===== config.mk =====
export PLATFORM = sky130hd
export DESIGN_NAME = set_assoc_fifo_cache_tracker
export DESIGN_NICKNAME = d
export VERILOG_FILES = /design/src/sv/safct_pkg.sv /design/src/sv/safct_cell.sv /design/src/sv/safct_set.sv /design/src/sv/set_assoc_fifo_cache_tracker.sv
export VERILOG_INCLUDE_DIRS = /design/src /design/src/sv
export SDC_FILE = /design/constraint.sdc
export NUM_CORES = 1
export LEC_CHECK = 0
export BUFFER_PORTS_ARGS = -buffer_cell sky130_fd_sc_hd__buf_2
export CAP_MARGIN = 20
export CORE_MARGIN = 2
export CORE_UTILIZATION = 62
export DETAILED_ROUTE_END_ITERATION = 8
export PLACE_DENSITY_LB_ADDON = 0.1
export SLEW_MARGIN = 10
export SYNTH_ARGS = -nofsm -noshare
export SYNTH_HDL_FRONTEND = slang
export SYNTH_SLANG_ARGS = --single-unit

===== constraint.sdc =====
create_clock -name clk -period 6.1 [get_ports clk]
set_input_delay 0.61 -clock clk [delete_from_list [all_inputs] [get_ports clk]]
set_output_delay 0.61 -clock clk [all_outputs]
set_load 0.02 [all_outputs]

===== src/sv/set_assoc_fifo_cache_tracker_assert.svh =====
// Assertion macros shared by the cache tracker modules.
// Both expect a clock named clk and an active-low reset named rst_n in scope.
`ifndef SET_ASSOC_FIFO_CACHE_TRACKER_ASSERT_SVH
`define SET_ASSOC_FIFO_CACHE_TRACKER_ASSERT_SVH

// Consequent checked in the same cycle as the antecedent
`define SAFCT_ASSERT_SAME(label, ante, cons) \
  label: assert property (@(posedge clk) disable iff (!rst_n) (ante) |-> (cons)) \
    else $error("cache tracker check failed");

// Consequent checked in the cycle after the antecedent
`define SAFCT_ASSERT_NEXT(label, ante, cons) \
  label: assert property (@(posedge clk) disable iff (!rst_n) (ante) |=> (cons)) \
    else $error("cache tracker check failed");

`endif


===== src/sv/safct_pkg.sv =====
package safct_pkg;

  // Default geometry
  localparam int SETS_DEF      = 4;
  localparam int WAYS_DEF      = 4;
  localparam int ADDR_BITS_DEF = 16;

  // Fixed field widths
  localparam int COST_W    = 8;
  localparam int TOTAL_W   = 32;
  localparam int CFG_IDX_W = 2;

  // Register indexes
  localparam logic [CFG_IDX_W-1:0] REG_HIT_COST  = 2'd0;
  localparam logic [CFG_IDX_W-1:0] REG_MISS_COST = 2'd1;

  // Register reset values
  localparam logic [COST_W-1:0] HIT_COST_RST  = 8'd1;
  localparam logic [COST_W-1:0] MISS_COST_RST = 8'd100;

  // Per-slot control from its set
  typedef struct packed {
    logic occupied;   // slot index below the set fill count
    logic load_new;   // store the incoming address
    logic take_next;  // take the neighbour's address (FIFO shift)
  } cell_ctl_t;

  // Per-set control from the top level
  typedef struct packed {
    logic sel;        // address maps to this set
    logic accept;     // a beat is taken this cycle
  } set_ctl_t;

  // Per-set status back to the top level
  typedef struct packed {
    logic hit;        // selected and a stored address matches
    logic full;       // all ways occupied
  } set_sts_t;

endpackage


===== src/sv/safct_cell.sv =====
module safct_cell #(
  parameter int ADDR_BITS = safct_pkg::ADDR_BITS_DEF
) (
  input  logic                  clk,
  input  safct_pkg::cell_ctl_t  ctl,
  input  logic [ADDR_BITS-1:0]  new_addr,
  input  logic [ADDR_BITS-1:0]  next_addr,
  output logic [ADDR_BITS-1:0]  stored_addr,
  output logic                  match
);

  logic [ADDR_BITS-1:0] addr_r;

  // Slot storage: load a new tag or shift in from the younger neighbour
  always_ff @(posedge clk) begin
    if (ctl.load_new) begin
      addr_r <= new_addr;
    end else if (ctl.take_next) begin
      addr_r <= next_addr;
    end
  end

  // Tag compare, only for occupied slots
  assign match       = ctl.occupied && (addr_r == new_addr);
  assign stored_addr = addr_r;

endmodule


===== src/sv/safct_set.sv =====
module safct_set #(
  parameter int WAYS      = safct_pkg::WAYS_DEF,
  parameter int ADDR_BITS = safct_pkg::ADDR_BITS_DEF
) (
  input  logic                  clk,
  input  logic                  rst_n,
  input  safct_pkg::set_ctl_t   ctl,
  input  logic [ADDR_BITS-1:0]  address,
  output safct_pkg::set_sts_t   sts
);

  `include "set_assoc_fifo_cache_tracker_assert.svh"

  localparam int FILL_W = $clog2(WAYS + 1);

  logic [FILL_W-1:0]    fill_r;
  logic [FILL_W-1:0]    fill_nxt;
  logic [WAYS-1:0]      match;
  logic [ADDR_BITS-1:0] stored [WAYS];
  logic                 hit;
  logic                 full;
  logic                 miss_upd;
  logic                 cold_upd;
  logic                 shift_upd;

  assign hit       = ctl.sel && (|match);
  assign full      = (fill_r == FILL_W'(WAYS));
  assign miss_upd  = ctl.sel && ctl.accept && !(|match);
  assign cold_upd  = miss_upd && !full;
  assign shift_upd = miss_upd && full;

  // Row of slots, oldest at index 0
  for (genvar i = 0; i < WAYS; i++) begin : g_way
    safct_pkg::cell_ctl_t cctl;
    logic [ADDR_BITS-1:0] nbr;

    assign cctl.occupied = (FILL_W'(i) < fill_r);
    if (i == WAYS - 1) begin : g_last
      assign nbr            = address;
      assign cctl.load_new  = (cold_upd && (fill_r == FILL_W'(i))) || shift_upd;
      assign cctl.take_next = 1'b0;
    end else begin : g_mid
      assign nbr            = stored[i+1];
      assign cctl.load_new  = cold_upd && (fill_r == FILL_W'(i));
      assign cctl.take_next = shift_upd;
    end

    safct_cell #(
      .ADDR_BITS(ADDR_BITS)
    ) u_cell (
      .clk        (clk),
      .ctl        (cctl),
      .new_addr   (address),
      .next_addr  (nbr),
      .stored_addr(stored[i]),
      .match      (match[i])
    );
  end

  // Fill count grows by one on each cold miss
  always_comb begin
    fill_nxt = fill_r;
    if (cold_upd) begin
      fill_nxt = fill_r + FILL_W'(1);
    end
  end

  always_ff @(posedge clk) begin
    if (!rst_n) begin
      fill_r <= '0;
    end else begin
      fill_r <= fill_nxt;
    end
  end

  assign sts.hit  = hit;
  assign sts.full = full;

  // Fill count only ever steps up by one outside reset
  `SAFCT_ASSERT_SAME(a_fill_step, $past(rst_n) && (fill_r != $past(fill_r)), fill_r == $past(fill_r) + FILL_W'(1))

endmodule


===== src/sv/set_assoc_fifo_cache_tracker.sv =====
// Set-associative address tracker with FIFO replacement.
// Input channel: in_valid / in_stall with one address per beat. The set is
// (address * SETS) >> ADDR_BITS, the top bits for a power of two; the whole
// address is compared against that set's occupied ways combinationally. A
// miss in a set with a free way fills it (cold miss); a miss in a full set drops the oldest entry.
// Result channel: out_valid / out_stall, one beat per input beat, carrying
// hit, cold_miss and the saturating hit, miss and latency totals.
// The result is registered: it appears in the cycle after its address is taken.
// Throughput: one address per cycle while no result waits under out_stall;
// the lookup and the way update both finish in the accepting cycle, so the next address sees the new state.
// While out_stall holds a waiting result, in_stall is raised and no address
// is taken; the result and the cache state stay unchanged.
// Configuration: cfg_we writes hit_cost (index 0) or miss_cost (index 1);
// other indexes are ignored. Write only while the block is idle.
// Reset (rst_n low, synchronous): all sets empty, totals zero, hit_cost 1,
// miss_cost 100, no result pending. There is no clearing pass.
module set_assoc_fifo_cache_tracker #(
  parameter int SETS      = safct_pkg::SETS_DEF,
  parameter int WAYS      = safct_pkg::WAYS_DEF,
  parameter int ADDR_BITS = safct_pkg::ADDR_BITS_DEF
) (
  input  logic                                clk,
  input  logic                                rst_n,
  // configuration
  input  logic                                cfg_we,
  input  logic [safct_pkg::CFG_IDX_W-1:0]     cfg_index,
  input  logic [safct_pkg::COST_W-1:0]        cfg_wdata,
  // address beats
  input  logic                                in_valid,
  output logic                                in_stall,
  input  logic [ADDR_BITS-1:0]                in_address,
  // result beats
  output logic                                out_valid,
  input  logic                                out_stall,
  output logic                                out_hit,
  output logic                                out_cold_miss,
  output logic [safct_pkg::TOTAL_W-1:0]       out_hit_total,
  output logic [safct_pkg::TOTAL_W-1:0]       out_miss_total,
  output logic [safct_pkg::TOTAL_W-1:0]       out_latency_total
);

  `include "set_assoc_fifo_cache_tracker_assert.svh"

  localparam int SET_W  = (SETS > 1) ? $clog2(SETS) : 1;
  localparam int PROD_W = ADDR_BITS + SET_W;
  localparam int TW     = safct_pkg::TOTAL_W;

  logic [safct_pkg::COST_W-1:0] hit_cost_r;
  logic [safct_pkg::COST_W-1:0] miss_cost_r;
  logic [TW-1:0]                hit_cnt_r, hit_cnt_nxt;
  logic [TW-1:0]                miss_cnt_r, miss_cnt_nxt;
  logic [TW-1:0]                lat_r, lat_nxt;
  logic                         out_valid_r;
  logic                         out_hit_r;
  logic                         out_cold_r;
  logic [TW-1:0]                out_hit_tot_r;
  logic [TW-1:0]                out_miss_tot_r;
  logic [TW-1:0]                out_lat_tot_r;

  logic                         accept;
  logic [PROD_W-1:0]            set_prod;
  logic [SET_W-1:0]             set_idx;
  logic [SETS-1:0]              hit_vec;
  logic [SETS-1:0]              full_vec;
  logic [SETS-1:0]              sel_vec;
  logic                         hit_any;
  logic                         full_sel;
  logic                         cold;
  logic [TW:0]                  cnt_sum;
  logic [TW:0]                  lat_sum;

  // Output register frees up when empty or being taken
  assign in_stall = out_valid_r && out_stall;
  assign accept   = in_valid && !in_stall;

  // Set index: (address * SETS) >> ADDR_BITS, the top bits for a power of two
  assign set_prod = PROD_W'(in_address) * PROD_W'(SETS);
  assign set_idx  = set_prod[PROD_W-1:ADDR_BITS];

  // One chain of way slots per set
  for (genvar s = 0; s < SETS; s++) begin : g_set
    safct_pkg::set_ctl_t sctl;
    safct_pkg::set_sts_t ssts;

    assign sel_vec[s]  = (set_idx == SET_W'(s));
    assign sctl.sel    = sel_vec[s];
    assign sctl.accept = accept;
    assign hit_vec[s]  = ssts.hit;
    assign full_vec[s] = ssts.full;

    safct_set #(
      .WAYS     (WAYS),
      .ADDR_BITS(ADDR_BITS)
    ) u_set (
      .clk    (clk),
      .rst_n  (rst_n),
      .ctl    (sctl),
      .address(in_address),
      .sts    (ssts)
    );
  end

  assign hit_any  = |hit_vec;
  assign full_sel = |(full_vec & sel_vec);
  assign cold     = !hit_any && !full_sel;

  // Saturating totals
  always_comb begin
    hit_cnt_nxt  = hit_cnt_r;
    miss_cnt_nxt = miss_cnt_r;
    if (hit_any) begin
      cnt_sum = {1'b0, hit_cnt_r} + (TW+1)'(1);
      lat_sum = {1'b0, lat_r} + (TW+1)'(hit_cost_r);
      hit_cnt_nxt = cnt_sum[TW] ? '1 : cnt_sum[TW-1:0];
    end else begin
      cnt_sum = {1'b0, miss_cnt_r} + (TW+1)'(1);
      lat_sum = {1'b0, lat_r} + (TW+1)'(miss_cost_r);
      miss_cnt_nxt = cnt_sum[TW] ? '1 : cnt_sum[TW-1:0];
    end
    lat_nxt = lat_sum[TW] ? '1 : lat_sum[TW-1:0];
  end

  // Counters and configuration registers
  always_ff @(posedge clk) begin
    if (!rst_n) begin
      hit_cnt_r   <= '0;
      miss_cnt_r  <= '0;
      lat_r       <= '0;
      hit_cost_r  <= safct_pkg::HIT_COST_RST;
      miss_cost_r <= safct_pkg::MISS_COST_RST;
    end else begin
      if (accept) begin
        hit_cnt_r  <= hit_cnt_nxt;
        miss_cnt_r <= miss_cnt_nxt;
        lat_r      <= lat_nxt;
      end
      if (cfg_we && (cfg_index == safct_pkg::REG_HIT_COST)) begin
        hit_cost_r <= cfg_wdata;
      end
      if (cfg_we && (cfg_index == safct_pkg::REG_MISS_COST)) begin
        miss_cost_r <= cfg_wdata;
      end
    end
  end

  // Result register: valid flag
  always_ff @(posedge clk) begin
    if (!rst_n) begin
      out_valid_r <= 1'b0;
    end else if (accept) begin
      out_valid_r <= 1'b1;
    end else if (!out_stall) begin
      out_valid_r <= 1'b0;
    end
  end

  // Result register: payload
  always_ff @(posedge clk) begin
    if (accept) begin
      out_hit_r      <= hit_any;
      out_cold_r     <= cold;
      out_hit_tot_r  <= hit_cnt_nxt;
      out_miss_tot_r <= miss_cnt_nxt;
      out_lat_tot_r  <= lat_nxt;
    end
  end

  assign out_valid         = out_valid_r;
  assign out_hit           = out_hit_r;
  assign out_cold_miss     = out_cold_r;
  assign out_hit_total     = out_hit_tot_r;
  assign out_miss_total    = out_miss_tot_r;
  assign out_latency_total = out_lat_tot_r;

  // Only the selected set can report a hit
  `SAFCT_ASSERT_SAME(a_hit_onehot, 1'b1, $onehot0(hit_vec))
  // Every taken address produces a result in the next cycle
  `SAFCT_ASSERT_NEXT(a_accept_result, accept, out_valid_r)
  // The lookup outcome reaches the result beat
  `SAFCT_ASSERT_NEXT(a_hit_carried, accept, (out_hit_r == $past(hit_any)) && !(out_hit_r && out_cold_r))

endmodule

==> results of run 1 <==
==> worst max-delay path, stage by stage <==
cell and delay, ns:
buf_2 0.42, buf_4 0.33, xor2_1 0.10, nor4_1 0.58, nand4_1 0.18, nand3_1 0.16, or3_1 0.25, nand4_1 0.20
clkinv_2 0.16, mux2_2 0.35, ha_1 0.20, inv_1 0.07, fa_1 0.20, nor2b_1 0.05, o21ai_0 0.21, a21boi_0 0.14
o21a_1 0.24, o211ai_1 0.70, nor2_1 0.28, and4_1 0.28, nor3_1 0.16
==> cell type report <==
type                            instances  area share, %
Multi-Input combinational cell       1416          38.16
Clock inverter                         27          1.398
Clock buffer                           67          5.285
Sequential cell                       479          48.57
Inverter                               34         0.4998
Timing Repair Buffer                  167          3.693
Tap cell                              518          2.397
==> report_power, final <==
group | switching [W] | internal (W)
sequential | 0.0000282 | 0.00355
clock | 0.00128 | 0.00203
combinational | 0.000383 | 0.000174
==> layer usage <==
layer	routed length, um	global-route usage [%]	up-vias
met1	24330	37.72	8218
met5	0	0	-
met2	27570	45.90	606
met4	1363	8.551	0
met3	3318	3.483	100
li1	-	-	7889
==> cell usage after synthesis, types with 27 or more instances <==
cell type,n
xor2_1,206
buf_2,35
nand2_1,136
nor3_1,45
edfxtp_1,354
dfxtp_1,125
and2_1,27
buf_4,27
a31oi_1,64
nor2_1,97
nand3_1,52
inv_1,32
nor4_1,54
a311oi_1,32
nand4_1,30
and3_1,45
mux2_2,174
a21oi_1,114
clkbuf_1,64
xnor2_1,79
==> logic make-up after synthesis <==
logic type	synth area share, %
xor+xnor	10.23
simple gates	12.24
mux	9.377
fa+ha+maj	1.211
compound gates	9.182
buf+inv	3.919
flops	53.84
==> sequential cells by signal, summed over array words and instances (netlist names), 12 cells and up <==
register	flops
g_set.u_set.g_way.u_cell.stored_addr	256
hit_cnt_r	32
lat_r	32
miss_cnt_r	32
out_hit_total	32
out_latency_total	32
out_miss_total	32
g_set.u_set.fill_r	12
==> stage by stage <==
| step | util [%] | total power (W) | area (sq um) |
|---|---|---|---|
| 3_3_place_gp | 65.06 | 0.004196 | 25200 |
| 2_1_floorplan | - | 0.004042 | 24390 |
| 4_1_cts | 69.73 | 0.007485 | 27010 |
| 6_report | 69.80 | 0.007448 | 27040 |
| 5_1_grt | 69.80 | 0.007653 | 27040 |
| 3_5_place_dp | 65.06 | 0.004203 | 25200 |
==> how the worst max path moves through the flow <==
stage | end | slack [ns] | cells past startpoint
2_1_floorplan | hit_cnt_r[30]$_SDFFE_PN0P_ | 1.07 | 8
3_3_place_gp | lat_r[10]$_SDFFE_PN0P_ | 0.25 | 21
3_5_place_dp | lat_r[10]$_SDFFE_PN0P_ | 0.17 | 21
4_1_cts | lat_r[10]$_SDFFE_PN0P_ | 0.74 | 21
5_1_grt | lat_r[10]$_SDFFE_PN0P_ | 0.29 | 21
6_report | lat_r[10]$_SDFFE_PN0P_ | 0.70 | 21
==> results.py, run 1 <==
metrics = {
    "outcome": {
        "status": "finished, final reports clean",
    },
    "placed_design": {
        "pre_cts_slack_ns": 0.1682,
        "place_inst": 2613,
        "gp_congestion": 0.8839,
        "port_buffers": 130,
        "dp_hpwl_um": 36980,
    },
    "sta": {
        "min_period_over_period_pct": 88.48,
        "maxSlewViolCount": 0,
        "final_hold_viol_count": 0,
        "finalSetupViolCount": 0,
        "setup_ws_ns": 0.7025,
        "tns_ns": 0,
        "finalClockSkew_ns": 0.02150,
        "slew_headroom_pct": 32.93,
        "clock.fmax_ghz": 0.1853,
        "rsz0062_at_grt": "false",
        "post-route-min-period_ns": 5.398,
        "hold_ws_ns": 0.2550,
        "tightest_slew_ns": 1.002,
    },
    "die": {
        "die_h_um": 202.4,
        "die_area_sq_mm": 0.04095,
        "design.core.area_sq_mm": 0.03874,
        "rows": 72,
        "io-pin-count": 131,
        "die_w_um": 202.4,
        "start_util_pct": 62.97,
    },
    "global_routing": {
        "grt_max_degree": 86,
        "grt_pass1_vias": 16200,
        "grt_pass1_wl_um": 89530,
        "grt_overflow": 0,
        "grt_use_total_pct": 27.51,
        "antenna_found_initial": 0,
    },
    "synthesis": {
        "synth_ff_type": "edfxtp_1",
        "synth_nets": 2132,
        "synth_top_area_share_pct": 43.58,
        "synth_cell_types": 81,
        "yosys_warnings": 0,
        "synth_area_leaders": "edfxtp_1 44%, dfxtp_1 10%, mux2_2 8.0%, xor2_1 7.4%, xnor2_1 2.8%",
        "syn_area_per_cell_sq_um": 11.74,
        "synthCells": 2078,
        "ys_ff_latch": 479,
        "synth-edff-count": 354,
        "syn-cell-area_sq_mm": 0.02439,
        "ys_seq_area_share_pct": 53.84,
        "async_flop_share_pct": 0,
        "yosysTopAreaCell": "edfxtp_1",
    },
    "route": {
        "drt-wirelength-per-cell_um": 20.89,
        "drt-total-wl_um": 56580,
        "via_per_inst": 6.209,
        "vias": 16810,
        "drc": 0,
        "dr.pass1.iters": 7,
        "ant_nets": 0,
        "drt_iter0_drc": 1228,
    },
    "final_layout": {
        "fin_nets": 2203,
        "fill_cells": 2804,
        "diodes": 0,
        "layout_commonest_cell": "edfxtp_1",
        "ff_latch_area_sq_mm": 0.01313,
        "drive_above_1_share_pct": 20.68,
        "syn2layout_area_growth_pct": 10.84,
        "multi_input_area_sq_mm": 0.01032,
        "layout_common_cells": "354 x edfxtp_1, 206 x xor2_1, 174 x mux2_2, 136 x nand2_1, 130 x buf_2",
        "fin_cells": 2708,
    },
    "worst_hold_path": {
        "min_to": "out_valid$_SDFFE_PN0P_",
        "min_path_cells": 2,
        "hold_path.class": "input port to flop",
        "hp-start": "in_valid",
    },
    "clocking": {
        "htreeDepth": 2,
        "cts_buffers": 51,
        "cts_sinks": 479,
        "cts_root_buf": "clkbuf_16",
        "cts_setup_buffers": 0,
        "clk_pin_slew_ns": 0.06,
        "cts_tree": "built",
        "cts_buffer_depth": 3,
        "cts_hold_buf": 0,
        "worstSkewPairLatency_ns": 0.59,
        "cts_resized": 0,
    },
    "setup_path": {
        "reg2reg_depth": 19,
        "arrival_ns": 5.90,
        "worstSetupStartpoint": "in_address[9]",
        "worst-r2r-setup-slack_ns": 1.01,
        "cp_max_fo": 18,
        "worstSetupEndpointType": "flop",
        "rr_endpoint": "lat_r[10]$_SDFFE_PN0P_",
        "r2r_start": "g_set[2].u_set.g_way[0].u_cell.stored_addr[2]$_DFFE_PP_",
        "worstSetupPathType": "input port to flop",
        "start_kind": "input port",
        "required_ns": 6.61,
    },
    "power": {
        "p_leak_nw": 9.841,
        "powerDensity_mw_per_mm2": 275.5,
        "max-vdd-ir-drop_mv": 0.2528,
    },
    "run": {
        "maxCapViolations": 0,
    },
}
Note: power is estimated with default switching activity, not from simulation.
==> inputs of run 2 (changes only) <==
--- a/config.mk
+++ b/config.mk
@@ -6,10 +6,11 @@
 export SDC_FILE = /design/constraint.sdc
 export NUM_CORES = 1
 export LEC_CHECK = 0
-export BUFFER_PORTS_ARGS = -buffer_cell sky130_fd_sc_hd__buf_2
+export BUFFER_PORTS_ARGS = -buffer_cell sky130_fd_sc_hd__buf_4
 export CAP_MARGIN = 20
 export CORE_MARGIN = 2
 export CORE_UTILIZATION = 62
+export CTS_BUF_LIST = sky130_fd_sc_hd__clkbuf_16
 export DETAILED_ROUTE_END_ITERATION = 8
 export PLACE_DENSITY_LB_ADDON = 0.1
 export SLEW_MARGIN = 10
==> run 2 against run 1 <==
Sequential share of layout area rose by 0.20 points. Final area fell by 0.40%. Highest routed layer unchanged. Critical path depth fell by 1. Clock power fell by 12%. Power fell by 5.4%. Count of clock-buffer cells in the layout fell by 16. Worst hold slack got worse by 0.0044 ns. Largest cell class unchanged. Combinational power rose by 2%. First-iteration DRC count rose by 2.4%.
==> results.py, run 2 (synthesis gave the netlist of run 1 again) <==
metrics = {
    "setup_path": {
        "start_kind": "input port",
        "worst-path-buf-inv": 3,
        "rr_endpoint": "lat_r[10]$_SDFFE_PN0P_",
        "worstSetupEndpointType": "flop",
        "worstSetupPathType": "input port to flop",
        "required_ns": 6.61,
        "arrival_ns": 5.46,
        "timing.critical_path.mode_cell": "nand4_1",
        "worst_path_dominant_cell_family": "simple AND/OR/NAND/NOR gates",
        "r2r_start": "g_set[1].u_set.g_way[1].u_cell.stored_addr[5]$_DFFE_PP_",
        "worst-r2r-setup-slack_ns": 1.16,
        "cp_max_fo": 24,
        "reg2reg_depth": 19,
        "max_stage_delay_ns": 0.66,
        "path_cells": "buf_4 > xor2_1 > nor4_1 > nand4_1 > o32ai_1 > or3_1 > nand4_1 > clkinv_2 > mux2_2 > ha_1 > inv_1 > fa_1 > nor2b_1 > o21ai_0 > a21boi_0 > o21a_1 > o211ai_1 > nor2_1 > and4_1 > nor3_1",
        "critPathSlowestCell": "o211ai_1",
    },
    "sta": {
        "tns_ns": 0,
        "finalClockSkew_ns": 0.02107,
        "final_hold_viol_count": 0,
        "post-route-min-period_ns": 4.948,
        "maxSlewViolCount": 0,
        "rsz0062_at_grt": "false",
        "hold_ws_ns": 0.2506,
        "slew_headroom_pct": 36.70,
        "clock.fmax_ghz": 0.2021,
        "min_period_over_period_pct": 81.11,
        "finalSetupViolCount": 0,
        "tightest_slew_ns": 0.9494,
    },
    "worst_hold_path": {
        "min_to": "out_valid$_SDFFE_PN0P_",
        "hold_path.class": "input port to flop",
        "hp-start": "in_valid",
        "min_path_cells": 2,
    },
    "die": {
        "rows": 72,
        "die_area_sq_mm": 0.04095,
        "die_h_um": 202.4,
        "die_w_um": 202.4,
        "io-pin-count": 131,
        "start_util_pct": 62.97,
        "design.core.area_sq_mm": 0.03874,
    },
    "final_layout": {
        "fin_nets": 2187,
        "diodes": 0,
        "syn2layout_area_growth_pct": 10.40,
        "layout_commonest_cell": "edfxtp_1",
        "fin_util_pct": 69.52,
        "drive_above_1_share_pct": 19.69,
        "largest_reg_flops": 256,
        "layout_common_cells": "354 x edfxtp_1, 206 x xor2_1, 174 x mux2_2, 151 x buf_4, 136 x nand2_1",
    },
    "global_routing": {
        "grt_pass1_wl_um": 87460,
        "grt_max_degree": 107,
        "grt_overflow": 0,
        "grt_use_total_pct": 26.77,
        "antenna_found_initial": 0,
        "grt_pass1_vias": 16150,
    },
    "clocking": {
        "worstSkewPairLatency_ns": 0.60,
        "cts_buffer_depth": 3,
        "cts_resized": 0,
        "cts_setup_buffers": 0,
        "clk_pin_slew_ns": 0.06,
        "cts_root_buf": "clkbuf_16",
        "cts_buffers": 50,
        "cts_hold_buf": 0,
        "cts_sinks": 479,
        "cts_tree": "built",
        "htreeDepth": 2,
    },
    "placed_design": {
        "gp_congestion": 0.8923,
        "port_buffers": 130,
        "dp_hpwl_um": 35710,
    },
    "route": {
        "dr.pass1.iters": 5,
        "vias": 16580,
        "ant_nets": 0,
        "drt-total-wl_um": 54720,
        "drt-wirelength-per-cell_um": 20.33,
        "via_per_inst": 6.157,
        "drt_iter0_drc": 1257,
        "drc": 0,
    },
    "power": {
        "powerDensity_mw_per_mm2": 261.7,
        "combPwrFrac_pct": 8.0,
        "switching_share_pct": 23.64,
        "p_leak_nw": 9.778,
        "clockPowerShare_pct": 41.1,
        "p_sw_w": 0.001666,
        "internal_power_w": 0.005382,
        "max-vdd-ir-drop_mv": 0.2478,
        "power_w": 0.007048,
        "power_frac_seq_pct": 50.9,
    },
    "outcome": {
        "status": "finished, final reports clean",
    },
    "run": {
        "maxCapViolations": 0,
    },
}
[run 2: cell types whose count changed in the layout (fill, tap and decap cells not counted), moves of 2 or more]
cell       delta
clkinv_4      -2
clkbuf_1      -9
clkbuf_8      -5
inv_6         +2
bufinv_16     -6
inv_1        +14
buf_4       +119
clkinv_1      +4
buf_12        -3
clkbuf_16     -2
buf_2       -130
clkinv_2      +5
[run 2: area by class of cell]
type	instances	area (sq um)
Clock buffer	51	1276
Clock inverter	42	266.5
Fill cell	2797	11810
Inverter	34	135.1
Multi-Input combinational cell	1416	10320
Sequential cell	479	13130
Tap cell	518	648.1
Timing Repair Buffer	152	1154
[run 2: metal layers]
metal / up-vias / GRT usage [%] / routed length [um]
met5: - / 0 / 0
met1: 8072 / 35.25 / 22860
met3: 109 / 3.918 / 3333
li1: 7835 / - / -
met2: 559 / 46.31 / 27160
met4: 0 / 7.508 / 1361
[run 2: worst reg2reg max path, cell delays in order, from the launching register on]
cell and delay [ns]:
edfxtp_1 0.41, xor2_1 0.17, nor4_1 0.40, nand4_1 0.16, o32ai_1 0.38, or3_1 0.26
nand4_1 0.18, clkinv_2 0.15, mux2_2 0.35, ha_1 0.19, inv_1 0.07, fa_1 0.20
nor2b_1 0.05, o21ai_0 0.20, a21boi_0 0.13, o21a_1 0.23, o211ai_1 0.66, nor2_1 0.26
and4_1 0.28, nor3_1 0.14
[run 2: how the worst max path moves through the flow]
stage,from,endpoint,slack (ns),cells after the start
floorplan,out_stall,hit_cnt_r[30]$_SDFFE_PN0P_,1.07,8
global placement,in_address[8],lat_r[10]$_SDFFE_PN0P_,0.67,20
detailed placement,in_address[8],lat_r[10]$_SDFFE_PN0P_,0.60,20
CTS,g_set[0].u_set.fill_r[2]$_SDFFE_PN0P_,lat_r[10]$_SDFFE_PN0P_,1.14,19
global route,g_set[0].u_set.fill_r[2]$_SDFFE_PN0P_,lat_r[10]$_SDFFE_PN0P_,0.71,19
finish,in_address[15],lat_r[10]$_SDFFE_PN0P_,1.15,20
[run 2: through the flow]
step                cells  setup WS (ns)  area (sq um)
floorplan            2078          1.073         24390
finish               2692          1.152         26930
CTS                  2692          1.142         26930
global route         2692         0.7114         26930
global placement     2599         0.6676         25390
detailed placement   2599         0.6043         25390
[run 2: power by group through the flow]
stage               logic, W  clock network (W)  registers [W]
finish              0.000566            0.00290        0.00358
detailed placement  0.000564                  0        0.00365
floorplan           0.000340                  0        0.00370
global placement    0.000557                  0        0.00365
CTS                 0.000567            0.00294        0.00359
global route        0.000610            0.00306        0.00359
